**config.mk**
```make
export PLATFORM = sky130hd
export DESIGN_NAME = sri_hit_stage
export DESIGN_NICKNAME = d
export VERILOG_FILES = /design/src/hw/rtl/sri_pkg.sv /design/src/hw/rtl/sri_hit_stage.sv
export SDC_FILE = /design/constraint.sdc
export NUM_CORES = 1
export LEC_CHECK = 0
export BUFFER_PORTS_ARGS = -buffer_cell sky130_fd_sc_hd__clkbuf_2
export CORE_MARGIN = 4
export CORE_UTILIZATION = 65
export DETAILED_ROUTE_END_ITERATION = 8
export PLACE_DENSITY = 0.91
export SYNTH_ARGS = -nofsm -noshare
export SYNTH_HDL_FRONTEND = slang
export SYNTH_SLANG_ARGS = --single-unit
export TNS_END_PERCENT = 20
```
**constraint.sdc**
```tcl
create_clock -name vclk -period 8.6
set_input_delay 0.43 -clock vclk [all_inputs]
set_output_delay 0.43 -clock vclk [all_outputs]
set_load 0.01 [all_outputs]
```
**src/hw/rtl/sri_pkg.sv**
```systemverilog
// sri_pkg: shared types for the segment versus rectangle hit test
// no dependencies; imported by sri_hit_stage and segment_rect_intersect

package sri_pkg;

   // one flag for each rectangle edge that the segment meets
   typedef struct packed {
      logic top;
      logic right;
      logic bottom;
      logic left;
   } edge_hits_type;

endpackage

```
**src/hw/rtl/sri_hit_stage.sv**
```systemverilog
// sri_hit_stage: ratio range tests for the four rectangle edges
// combinational; takes registered products and offsets, depends on sri_pkg

module sri_hit_stage #(
   parameter int COORD_BITS = 16
) (
   input  logic signed [COORD_BITS:0]       sx,
   input  logic signed [COORD_BITS:0]       sy,
   input  logic signed [COORD_BITS:0]       oy_t,
   input  logic signed [COORD_BITS:0]       ox_l,
   input  logic signed [COORD_BITS+1:0]     oy_b,
   input  logic signed [COORD_BITS+1:0]     ox_r,
   input  logic signed [2*COORD_BITS+2:0]   p_ty_sx,
   input  logic signed [2*COORD_BITS+2:0]   p_by_sx,
   input  logic signed [2*COORD_BITS+2:0]   p_lx_sy,
   input  logic signed [2*COORD_BITS+2:0]   p_rx_sy,
   input  logic signed [2*COORD_BITS+2:0]   d_w,
   input  logic signed [2*COORD_BITS+2:0]   d_h,
   input  logic                             w_nz,
   input  logic                             h_nz,
   output sri_pkg::edge_hits_type           edge_hits
);
   import sri_pkg::*;

   localparam int PW = 2 * COORD_BITS + 4;

   logic signed [PW-1:0] q2_top;
   logic signed [PW-1:0] q2_right;
   logic signed [PW-1:0] q2_bottom;
   logic signed [PW-1:0] q2_left;
   logic signed [PW-1:0] sx_w;
   logic signed [PW-1:0] sy_w;
   logic signed [PW-1:0] dw_w;
   logic signed [PW-1:0] dh_w;
   logic                 sx_nz;
   logic                 sy_nz;

   // v/d in [0,1] for a nonzero d, without dividing
   function automatic logic in_range(input logic signed [PW-1:0] v,
                                     input logic signed [PW-1:0] d);
      logic res;
      if (!d[PW-1]) begin
         res = !v[PW-1] && (v <= d);
      end else begin
         res = (v[PW-1] || (v == '0)) && (v >= d);
      end
      return res;
   endfunction

   assign sx_w  = PW'(sx);
   assign sy_w  = PW'(sy);
   assign dw_w  = PW'(d_w);
   assign dh_w  = PW'(d_h);
   assign sx_nz = (sx != '0);
   assign sy_nz = (sy != '0);

   assign q2_top    = PW'(p_ty_sx) - PW'(p_lx_sy);
   assign q2_right  = PW'(p_ty_sx) - PW'(p_rx_sy);
   assign q2_bottom = PW'(p_by_sx) - PW'(p_rx_sy);
   assign q2_left   = PW'(p_by_sx) - PW'(p_lx_sy);

   // edge parameter tests use the offsets with the common size factor removed
   always_comb begin
      edge_hits.top    = w_nz && sy_nz
                         && in_range(PW'(oy_t), -sy_w)
                         && in_range(q2_top, -dw_w);
      edge_hits.right  = h_nz && sx_nz
                         && in_range(-PW'(ox_r), sx_w)
                         && in_range(q2_right, dh_w);
      edge_hits.bottom = w_nz && sy_nz
                         && in_range(-PW'(oy_b), sy_w)
                         && in_range(q2_bottom, dw_w);
      edge_hits.left   = h_nz && sx_nz
                         && in_range(PW'(ox_l), -sx_w)
                         && in_range(q2_left, -dh_w);
   end

endmodule

```
==> impl_metrics.csv <==
group,metric,value,unit
run,maxCapViolCount,0,
routing,vias,21532,
logic_synthesis,synth_most_common_cell,"ha_1",
global_route,met2_usage,69.4,%
routing,wl_per_cell,20.1,µm
worst_setup_path,cp.depth,23,
sta,timing.final.crit_period,6930,ps
floorplanning,die_area,30700,µm²
placement,gp_congestion,1.07,
final_layout,multi_input_comb_area,17000,µm²
floorplanning,io_pins,320,
global_route,top_usage_layer,"met2",
worst_setup_path,crit_path_cell_trace,"clkbuf_2, inv_1, ha_1, a21oi_1, a21boi_0, nand2_1, o21ai_1, nor3_1, a2111oi_0, xnor2_1, ha_1, a211oi_1, o21ai_0, o211ai_1, a21oi_1, or4b_1, nand2_1, mux2_2, or4bb_1, or4_1, or4_1, a31oi_1, clkbuf_2",
logic_synthesis,netlist_area,18200,µm²
final_layout,seq_cell_count,0,
sta,hold_violations,0,
clock_tree,cts_setup_buffers,0,
sta,rsz0062_at_grt,"no",
clock_tree,cts_resized,0,
sta,max_freq,144,MHz
final_layout,nets,3608,
global_route,grt_use_met1,47.9,%
placement,hpwl,56.6,mm
logic_synthesis,synth_top_cell_by_area,"ha_1",
logic_synthesis,synth_seq_area_share,0,%
logic_synthesis,syn_avg_cell_area,7.04,µm²
worst_setup_path,critical-path-slowest-cell,"a2111oi_0",
logic_synthesis,yosysWarnings,0,
sta,final-setup-viol-count,0,
placement,place_ws,1890,ps
power_and_ir_drop,power,1.54,mW
routing,post_drt_via_cell_ratio,6.68,
logic_synthesis,ys_types,87,
routing,drc,0,
sta,worst_slack,1670,ps
sta,setup_tns,0,ps
worst_setup_path,critical_path.max_fanout,6,
sta,worst_pin_slew,1220,ps
global_route,grt_pass1_vias,21011,
routing,drt_iter0_drc,2019,
worst_setup_path,slowest_delay,850,ps
sta,slew-limit-headroom,18.5,%
routing,postRouteAntennaNets,0,
floorplanning,start_util,66.7,%
logic_synthesis,syn-instance-count,2580,
logic_synthesis,synth_top_cells_by_area,"ha_1 (30%), xnor2_1 (8.4%), a21oi_1 (5.9%), a21o_1 (5.2%), inv_1 (4.8%)",
worst_setup_path,cp-start-kind,"primary input",
clock_tree,hold_buffers,0,
sta,slew_viol_final,0,
worst_setup_path,worstPathArrival,6500,ps
hold_path,hold_path.class,"primary input to primary output",
hold_path,hold_depth,4,
logic_synthesis,syn-num-nets,3338,
global_route,use_met3,3.74,%
power_and_ir_drop,leakage,10.1,nW
worst_setup_path,crit_type,"primary input to primary output",
floorplanning,die_w,175,µm
global_route,grt_pass1_wl,101,mm
power_and_ir_drop,powerDensity,77.2,nW/µm²
final_layout,fillers,2276,
global_route,grt_max_degree,42,
final_layout,area_delta_synth_final,9.89,%
sta,min_period_over_period,80.5,%
routing,first_pass_iters,6,
routing,wl,64.6,mm
final_layout,regArea,0,µm²
final_layout,drive_above_1_share,12.6,%
floorplanning,die_h,175,µm
global_route,grt.total_usage,39.2,%
worst_setup_path,end_kind,"primary output",
run_status,run_status,"completed",
power_and_ir_drop,peakVddDrop,0.0492,mV
placement,port_buffers,320,
floorplanning,coreArea,27300,µm²
global_route,grt.overflow.total,0,
logic_synthesis,synthTopCellsByCount,"ha_1 (438), inv_1 (232), a21oi_1 (214)",
global_route,antenna_found_initial,3,
worst_setup_path,critPathBufInv,3,
worst_setup_path,critPathTopFamily,"compound AO/OA/AOI/OAI gates",
logic_synthesis,synth_top_cell_area_share,30.2,%
final_layout,clock_buffers,0,
worst_setup_path,required,8170,ps
floorplanning,row_count,60,
## final timing paths
path / startpoint / end / slack, ps
min: d_w[34] / edge_hits[1] / 1440
max: p_rx_sy[15] / edge_hits[1] / 1670
## metrics by stage
step,cell area [µm²],instances,utilization (%),hold slack (ps)
floorplan,18200,2580,-,1020
global placement,20000,3220,73.3,1420
detailed placement,20000,3220,73.3,1410
CTS,20000,3220,73.3,1410
global route,20000,3223,73.3,1420
finish,20000,3223,73.3,1440
## cell usage in the layout (no fill, tap or decap), types with 6 or more instances in the layout
cell type  instances
nand3_1           62
a21oi_1          214
and2_1            12
a211oi_1          23
xnor2_1          174
nand4_1          101
a41oi_1            6
a2111oi_0         12
o211ai_1          19
nor4_1            38
or3_1             22
nor2_1           205
ha_1             438
inv_1            232
nand2b_1          25
and3_1            17
and4_1            18
o22ai_1            6
nand4b_1           7
o21ai_0          139
a221o_1            8
o21a_1            34
clkbuf_2         320
nand3b_1           9
or4_1             29
nand2_1          185
a21o_1           126
o41ai_1            8
nor2b_1           35
xor2_1            63
a21boi_0          10
o21bai_1          24
a221oi_1           9
a31oi_1           19
nor3_1            68
o31a_1             6
o31ai_1           13
or2_2             13
a211o_1            6
## power breakdown
| part | total (mW) | switching, mW | internal (mW) |
|---|---|---|---|
| Clock | 0.0000000469 | 0 | 0.0000000468 |
| Combinational | 1.54 | 0.915 | 0.627 |
| Sequential | 0 | 0 | 0 |
## layer usage
layer / up-vias / part of all wire, %
li1: 10118 / -
met1: 9899 / 40
met2: 1242 / 47
met3: 273 / 8.1
met4: 0 / 5.4
met5: - / 0
## cells by family after synthesis
kind of cell / Yosys count / synth area share (%)
compound gates: 725 / 25.8
xor+xnor: 238 / 11.6
fa+ha+maj: 443 / 30.7
buf+inv: 288 / 6.48
mux: 6 / 0.337
simple gates: 880 / 25.1
## final cells by class
type	instances	area share [%]
Inverter	232	4.36
Antenna cell	3	0.0376
Timing Repair Buffer	324	8.17
Tap cell	372	2.33
Multi-Input combinational cell	2292	85.1
(Power assumes the default switching activity.)
